### src/rtl/core/tte_pkg.sv
`timescale 1ns / 1ps
// ----------------------------------------------------------------------------
// tte_pkg
// Shared types, codes and helpers of the timer table engine.
// ----------------------------------------------------------------------------
package tte_pkg;

    // command opcodes
    localparam logic [1:0] OP_ADD  = 2'd0;
    localparam logic [1:0] OP_DEL  = 2'd1;
    localparam logic [1:0] OP_TICK = 2'd2;
    localparam logic [1:0] OP_NONE = 2'd3;

    // result kinds
    localparam logic [1:0] KIND_ADD_ACK = 2'd0;
    localparam logic [1:0] KIND_DEL_ACK = 2'd1;
    localparam logic [1:0] KIND_FIRED   = 2'd2;

    // result status codes
    localparam logic [1:0] STAT_OK        = 2'd0;
    localparam logic [1:0] STAT_DUP       = 2'd1;
    localparam logic [1:0] STAT_FULL      = 2'd2;
    localparam logic [1:0] STAT_NOT_FOUND = 2'd3;

    // fired results per tick
    localparam int MAX_RESULTS = 16;
    localparam int FIRE_CNT_W  = $clog2(MAX_RESULTS + 1);

    typedef struct packed {
        logic [15:0] id;
        logic [31:0] last_time;
        logic [30:0] period;
        logic [30:0] delay;
    } slot_entry_t;

    typedef struct packed {
        logic [1:0]  kind;
        logic [1:0]  status;
        logic [15:0] id;
        logic        last;
    } result_t;

    function automatic result_t mk_result(logic [1:0] kind, logic [1:0] status,
                                          logic [15:0] id, logic last);
        result_t r;
        r.kind   = kind;
        r.status = status;
        r.id     = id;
        r.last   = last;
        return r;
    endfunction

endpackage

### src/rtl/core/tte_slot_ram.sv
`timescale 1ns / 1ps
// ----------------------------------------------------------------------------
// tte_slot_ram
// Slot memory of the timer table: one write port, one registered read port.
// ----------------------------------------------------------------------------
module tte_slot_ram #(
    parameter int DEPTH  = 16,
    parameter int ADDR_W = 4
) (
    input  logic                 clk,
    input  logic                 we,
    input  logic [ADDR_W-1:0]    waddr,
    input  tte_pkg::slot_entry_t wdata,
    input  logic                 re,
    input  logic [ADDR_W-1:0]    raddr,
    output tte_pkg::slot_entry_t rdata
);

    tte_pkg::slot_entry_t mem [DEPTH];

    always_ff @(posedge clk)
    begin
        if (we)
        begin
            mem[waddr] <= wdata;
        end
    end

    always_ff @(posedge clk)
    begin
        if (re)
        begin
            rdata <= mem[raddr];
        end
    end

endmodule

### src/rtl/core/timer_table_engine_top.sv
`timescale 1ns / 1ps
// ----------------------------------------------------------------------------
// timer_table_engine_top
// Table of periodic timers keyed by id, with add, delete and tick commands.
// ----------------------------------------------------------------------------
// The timers sit in one slot memory kept sorted by id, entries 0 to count-1,
// so a tick simply walks the memory in address order. A command is taken
// when start is high and busy is low; results leave one beat per cycle on
// result_valid and cannot be held off. A tick reads one memory entry a
// cycle, writes each due entry back as its read data returns and ends with
// a final beat for the last result; a tick fires at most 16 timers, lowest
// ids first. A delete searches, then shifts the tail down one entry a
// cycle; an add searches, shifts the tail up and writes the new entry.
// A delete of id 0, a tick on an empty table and an unused opcode finish
// in the accept cycle.
// ----------------------------------------------------------------------------
module timer_table_engine_top #(
    parameter int TABLE_SLOTS = 16
) (
    input  logic        clk,
    input  logic        rst_n,
    input  logic        start,
    output logic        busy,
    input  logic [1:0]  opcode,
    input  logic [15:0] timer_id,
    input  logic [30:0] first_delay,
    input  logic [30:0] period,
    input  logic [31:0] now_time,
    output logic        result_valid,
    output logic [1:0]  result_kind,
    output logic [1:0]  status,
    output logic [15:0] fired_id,
    output logic        last_result
);

    localparam int IDX_W = (TABLE_SLOTS > 1) ? $clog2(TABLE_SLOTS) : 1;
    localparam int CNT_W = $clog2(TABLE_SLOTS + 1);
    localparam int FCW   = tte_pkg::FIRE_CNT_W;

    typedef enum logic [2:0] {
        ST_IDLE,
        ST_SCAN,
        ST_SHIFT_UP,
        ST_SHIFT_DOWN,
        ST_INS,
        ST_TICK,
        ST_FLUSH
    } state_t;

    state_t            state_reg, state_next;
    logic [CNT_W-1:0]  count_reg, count_next;
    logic [CNT_W-1:0]  j_reg, j_next;
    logic              iss_reg, iss_next;
    logic              rd_pend_reg, rd_pend_next;
    logic [CNT_W-1:0]  rd_idx_reg, rd_idx_next;
    logic [CNT_W-1:0]  pos_reg, pos_next;
    logic [FCW-1:0]    fire_cnt_reg, fire_cnt_next;
    logic              pend_valid_reg, pend_valid_next;
    logic [15:0]       pend_id_reg, pend_id_next;

    logic [1:0]        cmd_op_reg, cmd_op_next;
    logic [15:0]       cmd_id_reg, cmd_id_next;
    logic [30:0]       cmd_delay_reg, cmd_delay_next;
    logic [30:0]       cmd_period_reg, cmd_period_next;
    logic [31:0]       cmd_now_reg, cmd_now_next;

    logic              result_valid_reg, result_valid_next;
    tte_pkg::result_t  result_reg, result_next;

    logic                 ram_we;
    logic [IDX_W-1:0]     ram_waddr;
    tte_pkg::slot_entry_t ram_wdata;
    logic                 ram_re;
    logic [IDX_W-1:0]     ram_raddr;
    tte_pkg::slot_entry_t entry;

    logic              accept;
    logic [CNT_W-1:0]  count_m1;
    logic [CNT_W-1:0]  j_inc;
    logic [CNT_W-1:0]  rd_idx_inc;
    logic [CNT_W-1:0]  rd_idx_dec;
    logic              last_idx;
    logic              id_eq;
    logic              id_gt;
    logic [31:0]       elapsed;
    logic [30:0]       threshold;
    logic              due;

    tte_slot_ram #(
        .DEPTH  (TABLE_SLOTS),
        .ADDR_W (IDX_W)
    ) u_ram (
        .clk   (clk),
        .we    (ram_we),
        .waddr (ram_waddr),
        .wdata (ram_wdata),
        .re    (ram_re),
        .raddr (ram_raddr),
        .rdata (entry)
    );

    assign busy   = (state_reg != ST_IDLE);
    assign accept = start && !busy;

    assign count_m1   = count_reg - CNT_W'(1);
    assign j_inc      = j_reg + CNT_W'(1);
    assign rd_idx_inc = rd_idx_reg + CNT_W'(1);
    assign rd_idx_dec = rd_idx_reg - CNT_W'(1);
    assign last_idx   = (rd_idx_reg == count_m1);
    assign id_eq      = (entry.id == cmd_id_reg);
    assign id_gt      = (entry.id > cmd_id_reg);

    // wrapping age against the first delay, or the period once that is spent
    assign elapsed   = cmd_now_reg - entry.last_time;
    assign threshold = (entry.delay == 31'd0) ? entry.period : entry.delay;
    assign due       = (elapsed >= {1'b0, threshold});

    always_comb
    begin
        state_next        = state_reg;
        count_next        = count_reg;
        j_next            = j_reg;
        iss_next          = iss_reg;
        rd_pend_next      = iss_reg;
        rd_idx_next       = j_reg;
        pos_next          = pos_reg;
        fire_cnt_next     = fire_cnt_reg;
        pend_valid_next   = pend_valid_reg;
        pend_id_next      = pend_id_reg;
        cmd_op_next       = cmd_op_reg;
        cmd_id_next       = cmd_id_reg;
        cmd_delay_next    = cmd_delay_reg;
        cmd_period_next   = cmd_period_reg;
        cmd_now_next      = cmd_now_reg;
        result_valid_next = 1'b0;
        result_next       = result_reg;

        ram_we    = 1'b0;
        ram_waddr = rd_idx_reg[IDX_W-1:0];
        ram_wdata = entry;
        ram_re    = iss_reg;
        ram_raddr = j_reg[IDX_W-1:0];

        unique case (state_reg)
            ST_IDLE:
            begin
                if (accept)
                begin
                    cmd_op_next     = opcode;
                    cmd_id_next     = timer_id;
                    cmd_delay_next  = first_delay;
                    cmd_period_next = period;
                    cmd_now_next    = now_time;
                    unique case (opcode)
                        tte_pkg::OP_ADD:
                        begin
                            if (count_reg == '0)
                            begin
                                pos_next   = '0;
                                state_next = ST_INS;
                            end
                            else
                            begin
                                ram_re       = 1'b1;
                                ram_raddr    = '0;
                                rd_pend_next = 1'b1;
                                rd_idx_next  = '0;
                                j_next       = CNT_W'(1);
                                iss_next     = (count_reg > CNT_W'(1));
                                state_next   = ST_SCAN;
                            end
                        end
                        tte_pkg::OP_DEL:
                        begin
                            if (timer_id == 16'd0 || count_reg == '0)
                            begin
                                result_valid_next = 1'b1;
                                result_next = tte_pkg::mk_result(tte_pkg::KIND_DEL_ACK,
                                    tte_pkg::STAT_NOT_FOUND, timer_id, 1'b1);
                            end
                            else
                            begin
                                ram_re       = 1'b1;
                                ram_raddr    = '0;
                                rd_pend_next = 1'b1;
                                rd_idx_next  = '0;
                                j_next       = CNT_W'(1);
                                iss_next     = (count_reg > CNT_W'(1));
                                state_next   = ST_SCAN;
                            end
                        end
                        tte_pkg::OP_TICK:
                        begin
                            if (count_reg != '0)
                            begin
                                ram_re          = 1'b1;
                                ram_raddr       = '0;
                                rd_pend_next    = 1'b1;
                                rd_idx_next     = '0;
                                j_next          = CNT_W'(1);
                                iss_next        = (count_reg > CNT_W'(1));
                                fire_cnt_next   = '0;
                                pend_valid_next = 1'b0;
                                state_next      = ST_TICK;
                            end
                        end
                        tte_pkg::OP_NONE:
                        begin
                        end
                        default:
                        begin
                        end
                    endcase
                end
            end

            ST_SCAN:
            begin
                if (iss_reg)
                begin
                    j_next   = j_inc;
                    iss_next = (j_inc < count_reg);
                end
                if (rd_pend_reg)
                begin
                    if (cmd_op_reg == tte_pkg::OP_ADD)
                    begin
                        if (id_eq)
                        begin
                            result_valid_next = 1'b1;
                            result_next = tte_pkg::mk_result(tte_pkg::KIND_ADD_ACK,
                                tte_pkg::STAT_DUP, cmd_id_reg, 1'b1);
                            iss_next     = 1'b0;
                            rd_pend_next = 1'b0;
                            state_next   = ST_IDLE;
                        end
                        else if (id_gt || last_idx)
                        begin
                            iss_next     = 1'b0;
                            rd_pend_next = 1'b0;
                            if (count_reg == CNT_W'(TABLE_SLOTS))
                            begin
                                result_valid_next = 1'b1;
                                result_next = tte_pkg::mk_result(tte_pkg::KIND_ADD_ACK,
                                    tte_pkg::STAT_FULL, cmd_id_reg, 1'b1);
                                state_next = ST_IDLE;
                            end
                            else if (id_gt)
                            begin
                                // open a gap at this entry by moving the tail up
                                pos_next   = rd_idx_reg;
                                j_next     = count_m1;
                                iss_next   = 1'b1;
                                state_next = ST_SHIFT_UP;
                            end
                            else
                            begin
                                pos_next   = count_reg;
                                state_next = ST_INS;
                            end
                        end
                    end
                    else
                    begin
                        if (id_eq)
                        begin
                            rd_pend_next = 1'b0;
                            if (last_idx)
                            begin
                                count_next        = count_m1;
                                result_valid_next = 1'b1;
                                result_next = tte_pkg::mk_result(tte_pkg::KIND_DEL_ACK,
                                    tte_pkg::STAT_OK, cmd_id_reg, 1'b1);
                                iss_next   = 1'b0;
                                state_next = ST_IDLE;
                            end
                            else
                            begin
                                pos_next   = rd_idx_reg;
                                j_next     = rd_idx_inc;
                                iss_next   = 1'b1;
                                state_next = ST_SHIFT_DOWN;
                            end
                        end
                        else if (id_gt || last_idx)
                        begin
                            result_valid_next = 1'b1;
                            result_next = tte_pkg::mk_result(tte_pkg::KIND_DEL_ACK,
                                tte_pkg::STAT_NOT_FOUND, cmd_id_reg, 1'b1);
                            iss_next     = 1'b0;
                            rd_pend_next = 1'b0;
                            state_next   = ST_IDLE;
                        end
                    end
                end
            end

            ST_SHIFT_UP:
            begin
                if (iss_reg)
                begin
                    j_next   = j_reg - CNT_W'(1);
                    iss_next = (j_reg != pos_reg);
                end
                if (rd_pend_reg)
                begin
                    ram_we    = 1'b1;
                    ram_waddr = rd_idx_inc[IDX_W-1:0];
                    ram_wdata = entry;
                    if (rd_idx_reg == pos_reg)
                    begin
                        iss_next     = 1'b0;
                        rd_pend_next = 1'b0;
                        state_next   = ST_INS;
                    end
                end
            end

            ST_INS:
            begin
                ram_we              = 1'b1;
                ram_waddr           = pos_reg[IDX_W-1:0];
                ram_wdata.id        = cmd_id_reg;
                ram_wdata.last_time = cmd_now_reg;
                ram_wdata.period    = cmd_period_reg;
                ram_wdata.delay     = cmd_delay_reg;
                count_next          = count_reg + CNT_W'(1);
                result_valid_next   = 1'b1;
                result_next = tte_pkg::mk_result(tte_pkg::KIND_ADD_ACK,
                    tte_pkg::STAT_OK, cmd_id_reg, 1'b1);
                iss_next     = 1'b0;
                rd_pend_next = 1'b0;
                state_next   = ST_IDLE;
            end

            ST_SHIFT_DOWN:
            begin
                if (iss_reg)
                begin
                    j_next   = j_inc;
                    iss_next = (j_inc < count_reg);
                end
                if (rd_pend_reg)
                begin
                    ram_we    = 1'b1;
                    ram_waddr = rd_idx_dec[IDX_W-1:0];
                    ram_wdata = entry;
                    if (last_idx)
                    begin
                        count_next        = count_m1;
                        result_valid_next = 1'b1;
                        result_next = tte_pkg::mk_result(tte_pkg::KIND_DEL_ACK,
                            tte_pkg::STAT_OK, cmd_id_reg, 1'b1);
                        iss_next     = 1'b0;
                        rd_pend_next = 1'b0;
                        state_next   = ST_IDLE;
                    end
                end
            end

            ST_TICK:
            begin
                if (iss_reg)
                begin
                    j_next   = j_inc;
                    iss_next = (j_inc < count_reg);
                end
                if (rd_pend_reg)
                begin
                    if (due)
                    begin
                        ram_we              = 1'b1;
                        ram_waddr           = rd_idx_reg[IDX_W-1:0];
                        ram_wdata.last_time = cmd_now_reg;
                        ram_wdata.delay     = 31'd0;
                        // each fire is held back until the next one or the flush so the final one can be flagged
                        if (pend_valid_reg)
                        begin
                            result_valid_next = 1'b1;
                            result_next = tte_pkg::mk_result(tte_pkg::KIND_FIRED,
                                tte_pkg::STAT_OK, pend_id_reg, 1'b0);
                        end
                        pend_valid_next = 1'b1;
                        pend_id_next    = entry.id;
                        fire_cnt_next   = fire_cnt_reg + FCW'(1);
                    end
                    if ((due && fire_cnt_reg == FCW'(tte_pkg::MAX_RESULTS - 1)) || last_idx)
                    begin
                        iss_next     = 1'b0;
                        rd_pend_next = 1'b0;
                        state_next   = ST_FLUSH;
                    end
                end
            end

            ST_FLUSH:
            begin
                if (pend_valid_reg)
                begin
                    result_valid_next = 1'b1;
                    result_next = tte_pkg::mk_result(tte_pkg::KIND_FIRED,
                        tte_pkg::STAT_OK, pend_id_reg, 1'b1);
                end
                pend_valid_next = 1'b0;
                iss_next        = 1'b0;
                rd_pend_next    = 1'b0;
                state_next      = ST_IDLE;
            end

            default:
            begin
                iss_next     = 1'b0;
                rd_pend_next = 1'b0;
                state_next   = ST_IDLE;
            end
        endcase
    end

    always_ff @(posedge clk or negedge rst_n)
    begin
        if (!rst_n)
        begin
            state_reg        <= ST_IDLE;
            count_reg        <= '0;
            iss_reg          <= 1'b0;
            rd_pend_reg      <= 1'b0;
            pend_valid_reg   <= 1'b0;
            result_valid_reg <= 1'b0;
        end
        else
        begin
            state_reg        <= state_next;
            count_reg        <= count_next;
            iss_reg          <= iss_next;
            rd_pend_reg      <= rd_pend_next;
            pend_valid_reg   <= pend_valid_next;
            result_valid_reg <= result_valid_next;
        end
    end

    always_ff @(posedge clk)
    begin
        j_reg          <= j_next;
        rd_idx_reg     <= rd_idx_next;
        pos_reg        <= pos_next;
        fire_cnt_reg   <= fire_cnt_next;
        pend_id_reg    <= pend_id_next;
        cmd_op_reg     <= cmd_op_next;
        cmd_id_reg     <= cmd_id_next;
        cmd_delay_reg  <= cmd_delay_next;
        cmd_period_reg <= cmd_period_next;
        cmd_now_reg    <= cmd_now_next;
        result_reg     <= result_next;
    end

    assign result_valid = result_valid_reg;
    assign result_kind  = result_reg.kind;
    assign status       = result_reg.status;
    assign fired_id     = result_reg.id;
    assign last_result  = result_reg.last;

    // table fill never exceeds the slot count
    assert property (@(posedge clk) disable iff (!rst_n)
        count_reg <= CNT_W'(TABLE_SLOTS))
        else $error("slot count above table size");

    // fill moves by at most one entry per command
    assert property (@(posedge clk) disable iff (!rst_n)
        (count_reg != $past(count_reg)) |->
            (count_reg == $past(count_reg) + CNT_W'(1) ||
             count_reg == $past(count_reg) - CNT_W'(1)))
        else $error("slot count jumped");

    // a non-final beat only comes while the engine is still walking a tick
    assert property (@(posedge clk) disable iff (!rst_n)
        (result_valid && !last_result) |-> (busy && result_kind == tte_pkg::KIND_FIRED))
        else $error("intermediate result outside a tick");

    // a held fire never survives into idle
    assert property (@(posedge clk) disable iff (!rst_n)
        (state_reg == ST_IDLE) |-> !pend_valid_reg)
        else $error("fired result lost at end of tick");

    // the write-back never lands on the entry being read in the same cycle
    assert property (@(posedge clk) disable iff (!rst_n)
        (ram_we && ram_re) |-> (ram_waddr != ram_raddr))
        else $error("slot memory read and write collide");

endmodule

### config.mk
export PLATFORM = sky130hd
export DESIGN_NAME = timer_table_engine_top
export DESIGN_NICKNAME = d
export VERILOG_FILES = /design/src/rtl/core/tte_pkg.sv /design/src/rtl/core/tte_slot_ram.sv /design/src/rtl/core/timer_table_engine_top.sv
export SDC_FILE = /design/constraint.sdc
export NUM_CORES = 2
export LEC_CHECK = 0
export BUFFER_PORTS_ARGS = -buffer_cell sky130_fd_sc_hd__buf_2
export CORE_MARGIN = 4
export CORE_UTILIZATION = 35
export CTS_BUF_LIST = sky130_fd_sc_hd__clkbuf_8 sky130_fd_sc_hd__clkbuf_16
export CTS_CLUSTER_DIAMETER = 120
export DETAILED_ROUTE_END_ITERATION = 10
export GPL_ROUTABILITY_DRIVEN = 1
export GPL_TIMING_DRIVEN = 1
export PLACE_DENSITY = 0.59
export SETUP_SLACK_MARGIN = 0.3
export SLEW_MARGIN = 10
export SYNTH_ARGS = -nofsm -noshare
export SYNTH_HDL_FRONTEND = slang
export SYNTH_SLANG_ARGS = --single-unit
### constraint.sdc
create_clock -name clk -period 25 [get_ports clk]
set_input_delay 0 -clock clk [delete_from_list [all_inputs] [get_ports clk]]
set_output_delay 0 -clock clk [all_outputs]
set_load 0.05 [all_outputs]
==> impl_metrics.json <==
{
  "setup-tns-final_ns": 0,
  "whs_ns": 0.0802,
  "p_comb_share_pct": 0.7,
  "dp_hpwl_mm": 122,
  "yosysTopAreaCellShare_pct": 71.6,
  "r2r-start": "cmd_now_reg[0]",
  "swShare_pct": 19.6,
  "grt_start_max_net_pins": 188,
  "yosysMostFrequentCell": "edfxtp_1",
  "num-nets-final": 6761,
  "ff2ff_setup_slack_ns": 17.25,
  "initialDrtViolationCount": 6035,
  "grt_pass1_wl_mm": 352,
  "p_total_mw": 6.87,
  "cts_max_level": 4,
  "r2r_cells": 24,
  "seq_area_frac_synth_pct": 72.1,
  "min_period_ns": 7.75,
  "crit_buf_inv": 5,
  "clk_latency_ns": 0.85,
  "placed_cell_area_mm2": 0.0896,
  "rsz0062_at_grt": "false",
  "hold_buffers": 227,
  "cts_tree": "yes",
  "largest_reg_flops": 1760,
  "area_growth_syn_to_layout_pct": 15.6,
  "hold_viol": 0,
  "fin_ws_ns": 17.25,
  "p_int_mw": 5.52,
  "die_w_um": 502,
  "first_pass_iters": 6,
  "finClkSkew_ns": 0.0596,
  "power_density_mw_per_mm2": 69.7,
  "maxSlewViolCount": 0,
  "cp-end-kind": "flop",
  "place_ws_ns": 17.31,
  "peakVddDrop_mv": 0.0728,
  "critPathSlowestCell": "buf_4",
  "cts.clk_slew.worst_paths_ns": 0.06,
  "crit_type": "reg2reg",
  "routedWlPerCell_um": 24.2,
  "ys_types": 73,
  "clock-root-buffer": "clkbuf_16",
  "yosys-top-cells-count": "2034 x edfxtp_1, 1048 x nand2_1, 684 x nand3_1",
  "num_io_pins": 138,
  "cp_max_fo": 44,
  "cts_max_path_buffers": 3,
  "num_antenna_cells": 0,
  "utilization_pct": 40.8,
  "maxCapViolCount": 0,
  "status": "finished clean",
  "cp.arrival_ns": 8.20,
  "drtAntennaViolNets": 0,
  "min_to": "fired_id[15]",
  "hold_depth": 4,
  "worstPathRequired_ns": 25.45,
  "max_freq_mhz": 129,
  "num_vias": 53800,
  "synth_fp_nets": 6504,
  "ys_seq_elements": 2051,
  "final-setup-viol-count": 0,
  "synthArstFlopShare_pct": 0.585,
  "grtUsageTotal_pct": 18.6,
  "ys.flop_type": "edfxtp_1",
  "syn_area_per_cell_um2": 13.6,
  "clockPowerShare_pct": 45.1,
  "cp_common_cell": "o21ai_0",
  "crit_path_max_incr_delay_ns": 0.85,
  "placedCellCount": 9300,
  "cts_buffers": 203,
  "drc_errors": 0,
  "io_buffers": 137,
  "antenna_found_initial": 3,
  "worst_slew_pin_slew_ns": 1.20,
  "gp_congestion": 0.834,
  "cp-start-kind": "flop",
  "syn-instance-count": 6290,
  "post_cts_resize_count": 0,
  "cp_top_family": "compound AO/OA/AOI/OAI gates",
  "p_sw_mw": 1.35,
  "post_cts_buffers": 0,
  "synth_area_leader_cell": "edfxtp_1",
  "hold_class": "in2reg",
  "routed_wl_mm": 240,
  "instances_no_fill": 9902,
  "design.core.area_mm2": 0.241,
  "synth_area_leaders": "edfxtp_1 72%, nand2_1 4.6%, nand3_1 4.0%",
  "seq_power_share_pct": 54.2,
  "grt.overflow.total": 0,
  "die_h_um": 502,
  "post-route-period-util_pct": 31.0,
  "dieArea_mm2": 0.252,
  "design_area_mm2": 0.0986,
  "p_leak_nw": 36.1,
  "r2r-end": "u_ram.mem[14][59]",
  "final_layout_size_suffix_gt1_share_pct": 11.9,
  "cts_sinks": 2051,
  "hp-start": "timer_id[15]",
  "slew_headroom_pct": 19.8,
  "via_per_inst": 5.44,
  "crit_chain": "inv_1 > ha_1 > inv_1 > fa_1 > a211oi_1 > o21ai_0 > nor3b_1 > o21ai_0 > o21ai_0 > a21oi_1 > o21ai_0 > a41oi_1 > xnor2_1 > ha_1 > nand3_1 > or3_1 > a21oi_1 > a2111oi_2 > buf_4 > a31oi_4 > a221oi_4 > nor4b_2 > buf_4 > buf_4",
  "grt_pass1_vias": 52700,
  "yosys_warnings": 0,
  "synth_edf_count": 2034,
  "start_util_pct": 35.3,
  "syn_area_mm2": 0.0853,
  "row_count": 180
}
[layout make-up]
type | count | area (µm²)
clock buffers | 204 | 5100
clock inverters | 171 | 1670
fillers | 22100 | 143000
repair buffers | 460 | 3940
well taps | 3185 | 3990
multi-input cells | 3750 | 22100
inverters | 81 | 329
flip-flops and latches | 2051 | 61500
[power by group through the flow]
stage / registers, mW / logic [mW] / clock network [mW]
global route: 3.72 / 0.0493 / 3.30
CTS: 3.72 / 0.0467 / 3.15
floorplan: 3.80 / 0.00255 / 0
detailed placement: 3.80 / 0.0194 / 0
finish: 3.72 / 0.0458 / 3.10
global placement: 3.80 / 0.0192 / 0
[cells by family after synthesis]
family	after synthesis	share of synthesized area [%]
flip-flops	2051	72.1
AO/OA/AOI/OAI	1060	7.39
buffers and inverters	489	2.24
AND/OR/NAND/NOR	2075	10.6
multiplexers	447	5.57
adder cells (fa/ha/maj)	99	1.46
XOR/XNOR	69	0.709
[metal layers]
metal  vias to the layer above  part of all wire, %  global-route usage, %
met3                       369                  7.3                   3.11
met4                         0                  2.6                   5.07
li1                      24100                    -                      -
met5                         -                    0                      0
met2                      2112                   47                   30.3
met1                     27200                   43                   25.7
[how the worst max path moves through the flow]
stage / depth (start not counted) / endpoint / start / slack [ns]
after floorplan: 21 / u_ram.mem[12][0] / cmd_now_reg[0] / 8.66
after CTS: 24 / u_ram.mem[14][66] / cmd_now_reg[0] / 17.23
after global routing: 24 / u_ram.mem[14][66] / cmd_now_reg[0] / 16.68
after detailed placement: 24 / u_ram.mem[14][40] / cmd_now_reg[0] / 17.31
final: 24 / u_ram.mem[14][59] / cmd_now_reg[0] / 17.25
after global placement: 24 / u_ram.mem[14][40] / cmd_now_reg[0] / 17.39
[cells in the final DEF, fill, tap and decap left out, drive strengths merged, types with 12 or more instances in the layout]
master          n
nor4           22
clkbuf        204
nor3           27
a31oi         230
buf           233
o21ai         290
a221oi         24
a21o           21
mux2i         226
o22ai          27
nand4          15
clkinv         97
dfrtp          12
a21oi         328
xor2           25
ha             98
nand2        1050
nand3         684
bufinv         27
nand2b         14
dlygate4sd3   227
nor2          216
mux2          221
a22o           66
inv           120
edfxtp       2034
xnor2          44
[tightest hold or removal path: stages]
cell	delay [ns]
dlygate4sd3_1	0.53
buf_2	0.13
nor2_1	0.05
nor2_1	0.10
Note: power is estimated with default switching activity, not from simulation.
